`config.mk`:
```
export PLATFORM = sky130hd
export DESIGN_NAME = priority_bitmap_task_scheduler_unit_flat
export DESIGN_NICKNAME = d
export VERILOG_FILES = /design/src/pbts_pkg.sv /design/src/pbts_req_if.sv /design/src/pbts_rsp_if.sv /design/src/pbts_ram.sv /design/src/priority_bitmap_task_scheduler_unit.sv /design/src/flat_wrapper.sv
export SDC_FILE = /design/constraint.sdc
export NUM_CORES = 1
export LEC_CHECK = 0
export BUFFER_PORTS_ARGS = -buffer_cell sky130_fd_sc_hd__buf_2
export CORE_MARGIN = 4
export CORE_UTILIZATION = 23
export DETAILED_ROUTE_END_ITERATION = 10
export PLACE_DENSITY = 0.36
export SYNTH_ARGS = -nofsm -noshare
export SYNTH_HDL_FRONTEND = slang
export SYNTH_HIERARCHICAL = 1
export SYNTH_SLANG_ARGS = --single-unit
export TNS_END_PERCENT = 20
```
`constraint.sdc`:
```
create_clock -name clk -period 12.06 [get_ports clk]
set_input_delay 2.412 -clock clk [delete_from_list [all_inputs] [get_ports clk]]
set_output_delay 2.412 -clock clk [all_outputs]
set_load 0.01 [all_outputs]
```
`src/pbts_pkg.sv`:
```
// Package for the priority bitmap task scheduler.
// Holds field widths, default sizes, the operation codes and the sequencer states.
// No dependencies.
package pbts_pkg;

    // Fixed field widths of the transfer payloads
    localparam int OP_W      = 3;
    localparam int TASK_ID_W = 4;
    localparam int PRIO_IN_W = 5;
    localparam int LOCK_W    = 8;

    // Default sizes of the task table and the priority table
    localparam int NUM_PRIORITIES_DEF = 32;
    localparam int NUM_TASKS_DEF      = 16;

    // Saturation point of the lock counter
    localparam logic [LOCK_W-1:0] LOCK_MAX = 8'd255;

    // Operation codes (codes 6 and 7 only report status)
    typedef enum logic [OP_W-1:0] {
        OP_MAKE_READY = 3'd0,
        OP_UNREADY    = 3'd1,
        OP_REMOVE     = 3'd2,
        OP_LOCK       = 3'd3,
        OP_UNLOCK     = 3'd4,
        OP_SCHEDULE   = 3'd5
    } op_t;

    // Sequencer states, one-hot
    typedef enum logic [5:0] {
        ST_IDLE  = 6'b000001,
        ST_READ1 = 6'b000010,
        ST_READ2 = 6'b000100,
        ST_WRITE = 6'b001000,
        ST_FIND  = 6'b010000,
        ST_DONE  = 6'b100000
    } state_t;

endpackage

```
`src/pbts_req_if.sv`:
```
// Request channel of the scheduler: valid/ready plus one operation item.
// Depends on pbts_pkg for the field widths.
interface pbts_req_if;

    logic                                valid;
    logic                                ready;
    logic [pbts_pkg::OP_W-1:0]           operation;
    logic [pbts_pkg::TASK_ID_W-1:0]      task_id;
    logic [pbts_pkg::PRIO_IN_W-1:0]      prio;

    modport source (output valid, output operation, output task_id, output prio,
                    input ready);
    modport sink   (input valid, input operation, input task_id, input prio,
                    output ready);

endinterface

```
`src/pbts_rsp_if.sv`:
```
// Response channel of the scheduler: valid/ready plus one status item.
// Depends on pbts_pkg for the field widths.
interface pbts_rsp_if;

    logic                                valid;
    logic                                ready;
    logic                                switch_now;
    logic [pbts_pkg::TASK_ID_W-1:0]      next_task;
    logic                                none_ready;
    logic [pbts_pkg::PRIO_IN_W-1:0]      top_prio;
    logic [pbts_pkg::LOCK_W-1:0]         lock_level;

    modport source (output valid, output switch_now, output next_task,
                    output none_ready, output top_prio, output lock_level,
                    input ready);
    modport sink   (input valid, input switch_now, input next_task,
                    input none_ready, input top_prio, input lock_level,
                    output ready);

endinterface

```
`src/pbts_ram.sv`:
```
// Generic single-write, single-read RAM with registered read data.
// No dependencies.
module pbts_ram #(
    parameter int WIDTH = 4,
    parameter int DEPTH = 16
) (
    input  logic                     clk,
    input  logic                     we,
    input  logic [$clog2(DEPTH)-1:0] wr_addr,
    input  logic [WIDTH-1:0]         wr_data,
    input  logic [$clog2(DEPTH)-1:0] rd_addr,
    output logic [WIDTH-1:0]         rd_data
);

    logic [WIDTH-1:0] mem [DEPTH];

    // Write on enable, read every cycle
    always_ff @(posedge clk)
    begin
        if (we)
        begin
            mem[wr_addr] <= wr_data;
        end
        rd_data <= mem[rd_addr];
    end

endmodule

```
`src/priority_bitmap_task_scheduler_unit.sv`:
```
// Priority bitmap ready-queue scheduler, top level.
// Depends on pbts_pkg, pbts_req_if, pbts_rsp_if and pbts_ram.
//
// Usage:
//   req carries one operation per transfer: make ready, unready, remove, lock,
//   unlock or schedule, with the task id and priority it concerns. rsp returns
//   exactly one status item per request: switch request, next task, empty
//   flag, top priority and the lock count after the operation.
// Sequencing:
//   One small sequencer walks each request through the linked-list tables,
//   which sit in registered-read RAMs.
//   Lock, unlock, schedule and unused codes pass through FIND and DONE;
//   unready, remove and make ready that leave the lists alone add READ1;
//   make ready with an append adds READ1 and READ2; unlinking a task adds
//   READ1, READ2 and WRITE. req.ready is high only while the sequencer is
//   idle, so a new request waits until the sequencer has finished the last
//   one; the list unlink with its dependent reads and writes takes longest.
//   The result sits in an output register; a new request is taken while it
//   waits, and a finished request holds in its last step until rsp drains.
// Reset:
//   rst_n clears the bitmap, the ready and queued flags, the lock count and
//   the running task. The list RAMs need no clearing: an entry is only read
//   once the bitmap or a queued flag shows it was written.
module priority_bitmap_task_scheduler_unit #(
    parameter int NUM_PRIORITIES = pbts_pkg::NUM_PRIORITIES_DEF,
    parameter int NUM_TASKS      = pbts_pkg::NUM_TASKS_DEF
) (
    input  logic          clk,
    input  logic          rst_n,
    pbts_req_if.sink      req,
    pbts_rsp_if.source    rsp
);

    localparam int TASK_W = $clog2(NUM_TASKS);
    localparam int PRIO_W = $clog2(NUM_PRIORITIES);
    localparam int LOCK_W = pbts_pkg::LOCK_W;

    // Sequencer and control state
    pbts_pkg::state_t            state_reg, state_next;
    logic [NUM_PRIORITIES-1:0]   bitmap_reg, bitmap_next;
    logic [NUM_TASKS-1:0]        ready_flag_reg, ready_flag_next;
    logic [NUM_TASKS-1:0]        queued_flag_reg, queued_flag_next;
    logic [LOCK_W-1:0]           lock_reg, lock_next;
    logic [TASK_W-1:0]           run_task_reg, run_task_next;
    logic                        run_valid_reg, run_valid_next;
    logic                        do_append_reg, do_append_next;
    logic                        out_valid_reg, out_valid_next;

    // Request and working payload
    pbts_pkg::op_t               op_reg;
    logic [pbts_pkg::TASK_ID_W-1:0] tid_reg;
    logic [pbts_pkg::PRIO_IN_W-1:0] prio_in_reg;
    logic [PRIO_W-1:0]           qp_reg, qp_next;
    logic [PRIO_W-1:0]           top_reg, top_next;
    logic                        any_reg, any_next;

    // Result payload
    logic                        sw_reg, sw_next;
    logic [pbts_pkg::TASK_ID_W-1:0] next_task_reg, next_task_next;
    logic                        none_reg, none_next;
    logic [pbts_pkg::PRIO_IN_W-1:0] top_prio_reg, top_prio_next;
    logic [LOCK_W-1:0]           lock_out_reg, lock_out_next;

    // Index decode
    logic [8:0]                  t_ext;
    logic [6:0]                  p_ext;
    logic [TASK_W-1:0]           t_idx;
    logic [PRIO_W-1:0]           p_idx;
    logic                        task_ok;
    logic                        prio_ok;

    // Lowest set priority
    logic [NUM_PRIORITIES-1:0]   low_bit;
    logic [PRIO_W-1:0]           enc;

    // Table ports
    logic                        head_we, tail_we, next_we, prev_we, qprio_we;
    logic [PRIO_W-1:0]           head_wr_addr, tail_wr_addr;
    logic [TASK_W-1:0]           head_wr_data, tail_wr_data;
    logic [TASK_W-1:0]           next_wr_addr, next_wr_data;
    logic [TASK_W-1:0]           prev_wr_addr, prev_wr_data;
    logic [PRIO_W-1:0]           head_rd_addr, tail_rd_addr;
    logic [TASK_W-1:0]           head_rdata, tail_rdata, next_rdata, prev_rdata;
    logic [PRIO_W-1:0]           qprio_rdata;

    // Scheduling decision
    logic                        sched_req;
    logic                        accept;
    logic [8:0]                  head_ext;
    logic [6:0]                  top_ext;

    assign accept = req.valid && req.ready;

    assign t_ext   = {5'd0, tid_reg};
    assign p_ext   = {2'd0, prio_in_reg};
    assign t_idx   = t_ext[TASK_W-1:0];
    assign p_idx   = p_ext[PRIO_W-1:0];
    assign task_ok = t_ext < 9'(NUM_TASKS);
    assign prio_ok = p_ext < 7'(NUM_PRIORITIES);

    // Isolate the lowest set bit with one add, then encode it
    assign low_bit = bitmap_reg & (~bitmap_reg + NUM_PRIORITIES'(1));

    always_comb
    begin
        enc = '0;
        for (int i = 0; i < NUM_PRIORITIES; i++)
        begin
            if (low_bit[i])
            begin
                enc = enc | PRIO_W'(i);
            end
        end
    end

    // Read addresses follow the sequencer step; keep the top head while the result waits
    assign head_rd_addr = (state_reg == pbts_pkg::ST_FIND ||
                           state_reg == pbts_pkg::ST_DONE) ? enc : qprio_rdata;
    assign tail_rd_addr = (state_reg == pbts_pkg::ST_READ1) ? p_idx : qprio_rdata;

    assign head_ext = {{(9 - TASK_W){1'b0}}, head_rdata};
    assign top_ext  = {{(7 - PRIO_W){1'b0}}, top_reg};

    // Sequencer
    always_comb
    begin
        state_next       = state_reg;
        bitmap_next      = bitmap_reg;
        ready_flag_next  = ready_flag_reg;
        queued_flag_next = queued_flag_reg;
        lock_next        = lock_reg;
        run_task_next    = run_task_reg;
        run_valid_next   = run_valid_reg;
        do_append_next   = do_append_reg;
        out_valid_next   = out_valid_reg;
        qp_next          = qp_reg;
        top_next         = top_reg;
        any_next         = any_reg;
        sw_next          = sw_reg;
        next_task_next   = next_task_reg;
        none_next        = none_reg;
        top_prio_next    = top_prio_reg;
        lock_out_next    = lock_out_reg;
        sched_req        = 1'b0;

        head_we      = 1'b0;
        tail_we      = 1'b0;
        next_we      = 1'b0;
        prev_we      = 1'b0;
        qprio_we     = 1'b0;
        head_wr_addr = p_idx;
        head_wr_data = t_idx;
        tail_wr_addr = p_idx;
        tail_wr_data = t_idx;
        next_wr_addr = tail_rdata;
        next_wr_data = t_idx;
        prev_wr_addr = t_idx;
        prev_wr_data = tail_rdata;

        // Drain the output register
        if (out_valid_reg && rsp.ready)
        begin
            out_valid_next = 1'b0;
        end

        unique case (state_reg)
            pbts_pkg::ST_IDLE:
            begin
                if (accept)
                begin
                    if (req.operation == pbts_pkg::OP_MAKE_READY ||
                        req.operation == pbts_pkg::OP_UNREADY ||
                        req.operation == pbts_pkg::OP_REMOVE)
                    begin
                        state_next = pbts_pkg::ST_READ1;
                    end
                    else
                    begin
                        state_next = pbts_pkg::ST_FIND;
                    end
                end
            end

            // Update the flags; tail and queued priority reads are in flight
            pbts_pkg::ST_READ1:
            begin
                do_append_next = 1'b0;
                state_next     = pbts_pkg::ST_FIND;
                unique case (op_reg)
                    pbts_pkg::OP_MAKE_READY:
                    begin
                        if (task_ok && prio_ok)
                        begin
                            ready_flag_next[t_idx] = 1'b1;
                            if (!queued_flag_reg[t_idx])
                            begin
                                queued_flag_next[t_idx] = 1'b1;
                                do_append_next          = 1'b1;
                                state_next              = pbts_pkg::ST_READ2;
                            end
                        end
                    end
                    pbts_pkg::OP_UNREADY:
                    begin
                        if (task_ok && ready_flag_reg[t_idx])
                        begin
                            ready_flag_next[t_idx] = 1'b0;
                            if (queued_flag_reg[t_idx])
                            begin
                                queued_flag_next[t_idx] = 1'b0;
                                state_next              = pbts_pkg::ST_READ2;
                            end
                        end
                    end
                    pbts_pkg::OP_REMOVE:
                    begin
                        if (task_ok && queued_flag_reg[t_idx])
                        begin
                            queued_flag_next[t_idx] = 1'b0;
                            state_next              = pbts_pkg::ST_READ2;
                        end
                    end
                    default:
                    begin
                    end
                endcase
            end

            // Append at the tail, or start the unlink reads
            pbts_pkg::ST_READ2:
            begin
                if (do_append_reg)
                begin
                    if (!bitmap_reg[p_idx])
                    begin
                        head_we = 1'b1;
                    end
                    else
                    begin
                        next_we = 1'b1;
                        prev_we = 1'b1;
                    end
                    tail_we              = 1'b1;
                    qprio_we             = 1'b1;
                    bitmap_next[p_idx]   = 1'b1;
                    state_next           = pbts_pkg::ST_FIND;
                end
                else
                begin
                    qp_next    = qprio_rdata;
                    state_next = pbts_pkg::ST_WRITE;
                end
            end

            // Relink the neighbors, or empty the priority
            pbts_pkg::ST_WRITE:
            begin
                head_wr_addr = qp_reg;
                head_wr_data = next_rdata;
                tail_wr_addr = qp_reg;
                tail_wr_data = prev_rdata;
                next_wr_addr = prev_rdata;
                next_wr_data = next_rdata;
                prev_wr_addr = next_rdata;
                prev_wr_data = prev_rdata;
                if (head_rdata != tail_rdata)
                begin
                    if (head_rdata == t_idx)
                    begin
                        head_we = 1'b1;
                    end
                    else
                    begin
                        next_we = 1'b1;
                    end
                    if (tail_rdata == t_idx)
                    begin
                        tail_we = 1'b1;
                    end
                    else
                    begin
                        prev_we = 1'b1;
                    end
                end
                else
                begin
                    bitmap_next[qp_reg] = 1'b0;
                end
                state_next = pbts_pkg::ST_FIND;
            end

            // Capture the top priority; its head read is in flight
            pbts_pkg::ST_FIND:
            begin
                any_next   = |bitmap_reg;
                top_next   = enc;
                state_next = pbts_pkg::ST_DONE;
            end

            // Lock update, scheduling decision, load the result
            pbts_pkg::ST_DONE:
            begin
                if (!out_valid_reg || rsp.ready)
                begin
                    unique case (op_reg)
                        pbts_pkg::OP_LOCK:
                        begin
                            if (lock_reg != pbts_pkg::LOCK_MAX)
                            begin
                                lock_next = lock_reg + LOCK_W'(1);
                            end
                        end
                        pbts_pkg::OP_UNLOCK:
                        begin
                            if (lock_reg != '0)
                            begin
                                lock_next = lock_reg - LOCK_W'(1);
                                sched_req = (lock_reg == LOCK_W'(1));
                            end
                        end
                        pbts_pkg::OP_SCHEDULE:
                        begin
                            sched_req = 1'b1;
                        end
                        default:
                        begin
                        end
                    endcase

                    sw_next = sched_req && (lock_next == '0) && any_reg &&
                              !(run_valid_reg && head_rdata == run_task_reg);
                    if (sw_next)
                    begin
                        run_task_next  = head_rdata;
                        run_valid_next = 1'b1;
                    end

                    next_task_next = any_reg ? head_ext[pbts_pkg::TASK_ID_W-1:0] : '0;
                    none_next      = !any_reg;
                    top_prio_next  = top_ext[pbts_pkg::PRIO_IN_W-1:0];
                    lock_out_next  = lock_next;
                    out_valid_next = 1'b1;
                    state_next     = pbts_pkg::ST_IDLE;
                end
            end
        endcase
    end

    // Control registers
    always_ff @(posedge clk or negedge rst_n)
    begin
        if (!rst_n)
        begin
            state_reg       <= pbts_pkg::ST_IDLE;
            bitmap_reg      <= '0;
            ready_flag_reg  <= '0;
            queued_flag_reg <= '0;
            lock_reg        <= '0;
            run_task_reg    <= '0;
            run_valid_reg   <= 1'b0;
            do_append_reg   <= 1'b0;
            out_valid_reg   <= 1'b0;
        end
        else
        begin
            state_reg       <= state_next;
            bitmap_reg      <= bitmap_next;
            ready_flag_reg  <= ready_flag_next;
            queued_flag_reg <= queued_flag_next;
            lock_reg        <= lock_next;
            run_task_reg    <= run_task_next;
            run_valid_reg   <= run_valid_next;
            do_append_reg   <= do_append_next;
            out_valid_reg   <= out_valid_next;
        end
    end

    // Payload registers
    always_ff @(posedge clk)
    begin
        if (accept)
        begin
            op_reg      <= pbts_pkg::op_t'(req.operation);
            tid_reg     <= req.task_id;
            prio_in_reg <= req.prio;
        end
        qp_reg        <= qp_next;
        top_reg       <= top_next;
        any_reg       <= any_next;
        sw_reg        <= sw_next;
        next_task_reg <= next_task_next;
        none_reg      <= none_next;
        top_prio_reg  <= top_prio_next;
        lock_out_reg  <= lock_out_next;
    end

    // Per-priority heads and tails
    pbts_ram #(.WIDTH(TASK_W), .DEPTH(NUM_PRIORITIES)) u_head_ram (
        .clk     (clk),
        .we      (head_we),
        .wr_addr (head_wr_addr),
        .wr_data (head_wr_data),
        .rd_addr (head_rd_addr),
        .rd_data (head_rdata)
    );

    pbts_ram #(.WIDTH(TASK_W), .DEPTH(NUM_PRIORITIES)) u_tail_ram (
        .clk     (clk),
        .we      (tail_we),
        .wr_addr (tail_wr_addr),
        .wr_data (tail_wr_data),
        .rd_addr (tail_rd_addr),
        .rd_data (tail_rdata)
    );

    // Per-task links and the priority each queued task sits in
    pbts_ram #(.WIDTH(TASK_W), .DEPTH(NUM_TASKS)) u_next_ram (
        .clk     (clk),
        .we      (next_we),
        .wr_addr (next_wr_addr),
        .wr_data (next_wr_data),
        .rd_addr (t_idx),
        .rd_data (next_rdata)
    );

    pbts_ram #(.WIDTH(TASK_W), .DEPTH(NUM_TASKS)) u_prev_ram (
        .clk     (clk),
        .we      (prev_we),
        .wr_addr (prev_wr_addr),
        .wr_data (prev_wr_data),
        .rd_addr (t_idx),
        .rd_data (prev_rdata)
    );

    pbts_ram #(.WIDTH(PRIO_W), .DEPTH(NUM_TASKS)) u_qprio_ram (
        .clk     (clk),
        .we      (qprio_we),
        .wr_addr (t_idx),
        .wr_data (p_idx),
        .rd_addr (t_idx),
        .rd_data (qprio_rdata)
    );

    // Channel handshakes and result
    assign req.ready      = (state_reg == pbts_pkg::ST_IDLE);
    assign rsp.valid      = out_valid_reg;
    assign rsp.switch_now = sw_reg;
    assign rsp.next_task  = next_task_reg;
    assign rsp.none_ready = none_reg;
    assign rsp.top_prio   = top_prio_reg;
    assign rsp.lock_level = lock_out_reg;

endmodule

```
`src/flat_wrapper.sv`:
```
// flat-port wrapper written by rule: the top's interface ports become plain ports
module priority_bitmap_task_scheduler_unit_flat 
#(
    parameter int NUM_PRIORITIES = pbts_pkg::NUM_PRIORITIES_DEF,
    parameter int NUM_TASKS      = pbts_pkg::NUM_TASKS_DEF
)
  (clk, rst_n, req_valid, req_operation, req_task_id, req_prio, req_ready, rsp_valid, rsp_switch_now, rsp_next_task, rsp_none_ready, rsp_top_prio, rsp_lock_level, rsp_ready);
  pbts_req_if req_i ();
  pbts_rsp_if rsp_i ();
  input  logic clk;
  input  logic rst_n;
  input wire logic [$bits(req_i.valid)-1:0] req_valid;
  input wire logic [$bits(req_i.operation)-1:0] req_operation;
  input wire logic [$bits(req_i.task_id)-1:0] req_task_id;
  input wire logic [$bits(req_i.prio)-1:0] req_prio;
  output wire logic [$bits(req_i.ready)-1:0] req_ready;
  output wire logic [$bits(rsp_i.valid)-1:0] rsp_valid;
  output wire logic [$bits(rsp_i.switch_now)-1:0] rsp_switch_now;
  output wire logic [$bits(rsp_i.next_task)-1:0] rsp_next_task;
  output wire logic [$bits(rsp_i.none_ready)-1:0] rsp_none_ready;
  output wire logic [$bits(rsp_i.top_prio)-1:0] rsp_top_prio;
  output wire logic [$bits(rsp_i.lock_level)-1:0] rsp_lock_level;
  input wire logic [$bits(rsp_i.ready)-1:0] rsp_ready;
  assign req_i.valid = req_valid;
  assign req_i.operation = req_operation;
  assign req_i.task_id = req_task_id;
  assign req_i.prio = req_prio;
  assign req_ready = req_i.ready;
  assign rsp_valid = rsp_i.valid;
  assign rsp_switch_now = rsp_i.switch_now;
  assign rsp_next_task = rsp_i.next_task;
  assign rsp_none_ready = rsp_i.none_ready;
  assign rsp_top_prio = rsp_i.top_prio;
  assign rsp_lock_level = rsp_i.lock_level;
  assign rsp_i.ready = rsp_ready;
  priority_bitmap_task_scheduler_unit #(.NUM_PRIORITIES(NUM_PRIORITIES), .NUM_TASKS(NUM_TASKS)) u_core (.clk(clk), .rst_n(rst_n), .req(req_i), .rsp(rsp_i));
endmodule
```
==> qor.yml <==
clocking:
  cts_max_level: 3
  cts_buffer_depth: 3
  clock_sinks: 612
  post_cts_resized: 0
  cts_setup_buffers: 0
  ctsHoldBuffers: 0
  root_buffer: "clkbuf_16"
  cts_buffers: 73
  clk_pin_slew_ns: 0.06
  clkLatencyLatePin_ns: 0.61
  cts_tree: "built"
logic_synthesis:
  syn_nets: 1616
  synth_edf_count: 506
  ys_types: 74
  synth_area_um2: 26030
  synth_top_area_cell: "edfxtp_1"
  ys_warn_count: 6
  synth.most_common_cell: "edfxtp_1"
  ys_seq_elements: 612
  synth_common_cells: "edfxtp_1, nor2_1, mux4_2, nand2_1, dfrtp_1"
  synth_cells: 1596
  seq_area_frac_synth_pct: 68.17
  async_flop_share_pct: 13.89
  synth_top_area_share_pct: 58.38
  synthFlopType: "edfxtp_1"
  avgSynthCellArea_um2: 16.31
  synth.area.top_cells: "edfxtp_1, mux4_2, dfrtp_1"
final_layout:
  area_growth_pct: 16.50
  drive_above_1_share_pct: 21.38
  finalNetCount: 1684
  final_area_um2: 30320
  reg.largest.list: "u_core/u_head_ram/mem: 128 flops, u_core/u_tail_ram/mem: 128 flops, u_core/u_qprio_ram/mem: 80 flops"
detailed_routing:
  drt_wl_total_um: 69380
  viasPerCell: 4.508
  wl_per_cell_um: 21.53
  dr.pass1.iters: 6
  ant_nets: 0
  via_count: 14524
  drtIter0Drc: 1134
  drc_errors: 0
timing:
  tightest_slew_ns: 1.240
  finalHoldViolCount: 0
  finalCritPeriodShare_pct: 38.21
  min_period_ns: 4.608
  relSlewSlack_pct: 17.33
  rsz0062_at_grt: "false"
  finalMaxSlewViolations: 0
  fin_skew_ns: 0.01998
  max_freq_mhz: 217.0
  setup_tns_ns: 0
  setup-violations-final: 0
worst_hold_path:
  hold_depth: 0
  holdCritStartpoint: "u_core/top_reg[1]$_DFFE_PN_"
  min_path_type: "flop to flop"
  hold_end: "u_core/rsp.top_prio[1]$_DFFE_PP_"
critical_path:
  reg2reg_setup_slack_ns: 7.45
  crit_fanout: 32
  timing.critical_path.buf_inv: 0
  path_class: "flop to flop"
  r2r-end: "u_core/u_head_ram/rd_data[1]$_DFF_P_"
  arrival_ns: 5.10
  r2r_start: "u_core/bitmap_reg[0]$_DFFE_PN0P_"
  cp-end-kind: "flop"
  cpMaxStageDelayCell: "a31oi_4"
  path_cells: "or4_1 -> nor4bb_1 -> and2_1 -> o21ai_0 -> and4_1 -> a31oi_4 -> mux4_2 -> mux4_2 -> mux2_2"
  cp_common_cell: "mux4_2"
  critPathMaxStageDelay_ns: 0.99
  ff2ff_path_depth: 9
  cp_top_family: "simple AND/OR/NAND/NOR gates"
  timing.critical_path.required_ns: 12.55
  cp-start-kind: "flop"
global_route:
  met1_usage_pct: 16.24
  gr-usage-met3_pct: 2.572
  antenna_found_initial: 1
  grt_max_degree: 53
  grt_remaining_overflow: 0
  grt_pass1_wl_um: 103600
  busiest_layer: "met2"
  grt_usage_pct: 11.74
  grt_pass1_vias: 15111
  use_met2_pct: 18.18
die:
  core_um2: 112500
  dieArea_um2: 118600
  num_rows: 123
  boundaryPins: 37
  die_y_um: 344.4
  die_x_um: 344.4
  start_util_pct: 23.14
placement:
  placedInstanceArea_um2: 27920
  gp_congestion: 0.8337
  port_buffers: 36
  dp_hpwl_um: 44830
power_and_ir_drop:
  peakVddDrop_mv: 0.09081
  p_leak_uw: 0.009955
  p_per_area_nw_per_um2: 190.8
run:
  cap_violations: 0
run_status:
  outcome: "finished, final reports clean"
## through the flow
step           power, uW  instances  hold slack [ns]  setup slack (ns)  util, %
2_1_floorplan       3302       1596           0.4003             7.990        -
3_3_place_gp        3650       3089           0.4520             7.537    24.82
3_5_place_dp        3661       3089           0.4539             7.441    24.82
4_1_cts             5912       3221           0.4696             7.395    26.95
5_1_grt             6083       3221           0.4841             7.088    26.95
6_report            5786       3222           0.4619             7.452    26.95
## where the power goes
part	internal, uW	switching (uW)	leakage, uW
Sequential	2430	117	0.00590
Clock	1340	850	0.00117
Combinational	453	589	0.00289
## how the worst max path moves through the flow
| stage | startpoint | end | slack (ns) | cells past startpoint |
|---|---|---|---|---|
| 5_1_grt | u_core/bitmap_reg[0]$_DFFE_PN0P_ | u_core/u_head_ram/rd_data[1]$_DFF_P_ | 7.09 | 9 |
| 3_3_place_gp | u_core/bitmap_reg[0]$_DFFE_PN0P_ | u_core/u_head_ram/rd_data[1]$_DFF_P_ | 7.54 | 9 |
| 2_1_floorplan | rsp_ready | u_core/lock_reg[3]$_DFFE_PN0P_ | 7.99 | 5 |
| 6_report | u_core/bitmap_reg[0]$_DFFE_PN0P_ | u_core/u_head_ram/rd_data[1]$_DFF_P_ | 7.45 | 9 |
| 4_1_cts | u_core/bitmap_reg[0]$_DFFE_PN0P_ | u_core/u_head_ram/rd_data[1]$_DFF_P_ | 7.39 | 9 |
| 3_5_place_dp | u_core/bitmap_reg[0]$_DFFE_PN0P_ | u_core/u_head_ram/rd_data[1]$_DFF_P_ | 7.44 | 9 |
## routing by layer
layer / share of wire (%) / vias up / wire (um)
li1: - / 6446 / -
met1: 46 / 7536 / 31620
met2: 46 / 426 / 31740
met3: 6.0 / 116 / 4137
met4: 2.7 / 0 / 1889
met5: 0 / - / 0
## cell usage in the layout, fill, tap and decap left out, drive strengths merged, types with 24 or more instances in the layout
| cell | count |
|---|---|
| nand3 | 51 |
| nand3b | 26 |
| nor3 | 29 |
| dfrtp | 84 |
| mux4 | 147 |
| o21ai | 78 |
| nand2 | 119 |
| nor2 | 157 |
| clkinv | 24 |
| clkbuf | 99 |
| buf | 62 |
| mux2 | 57 |
| edfxtp | 506 |
## cells by family after synthesis
group	count (synthesis)	share of synthesized area, %
DFF	612	68.17
and+or+nand+nor	500	9.518
muxes	208	15.74
AOI/OAI and AO/OA	161	3.874
buffers and inverters	89	1.764
xor gates and xnor gates	22	0.7403
adders and majority gates	4	0.1923
## final cells by class
cell class              instances  area, um^2
flip-flops and latches        612       17740
well taps                    1500        1877
fillers                     11327       82180
multi-input cells             895        7851
diodes                          1       2.502
clock inverters                33       337.8
clock buffers                  99        2059
repair buffers                 62       377.9
inverters                      20       75.07
Power figures use the tool's default switching activity.
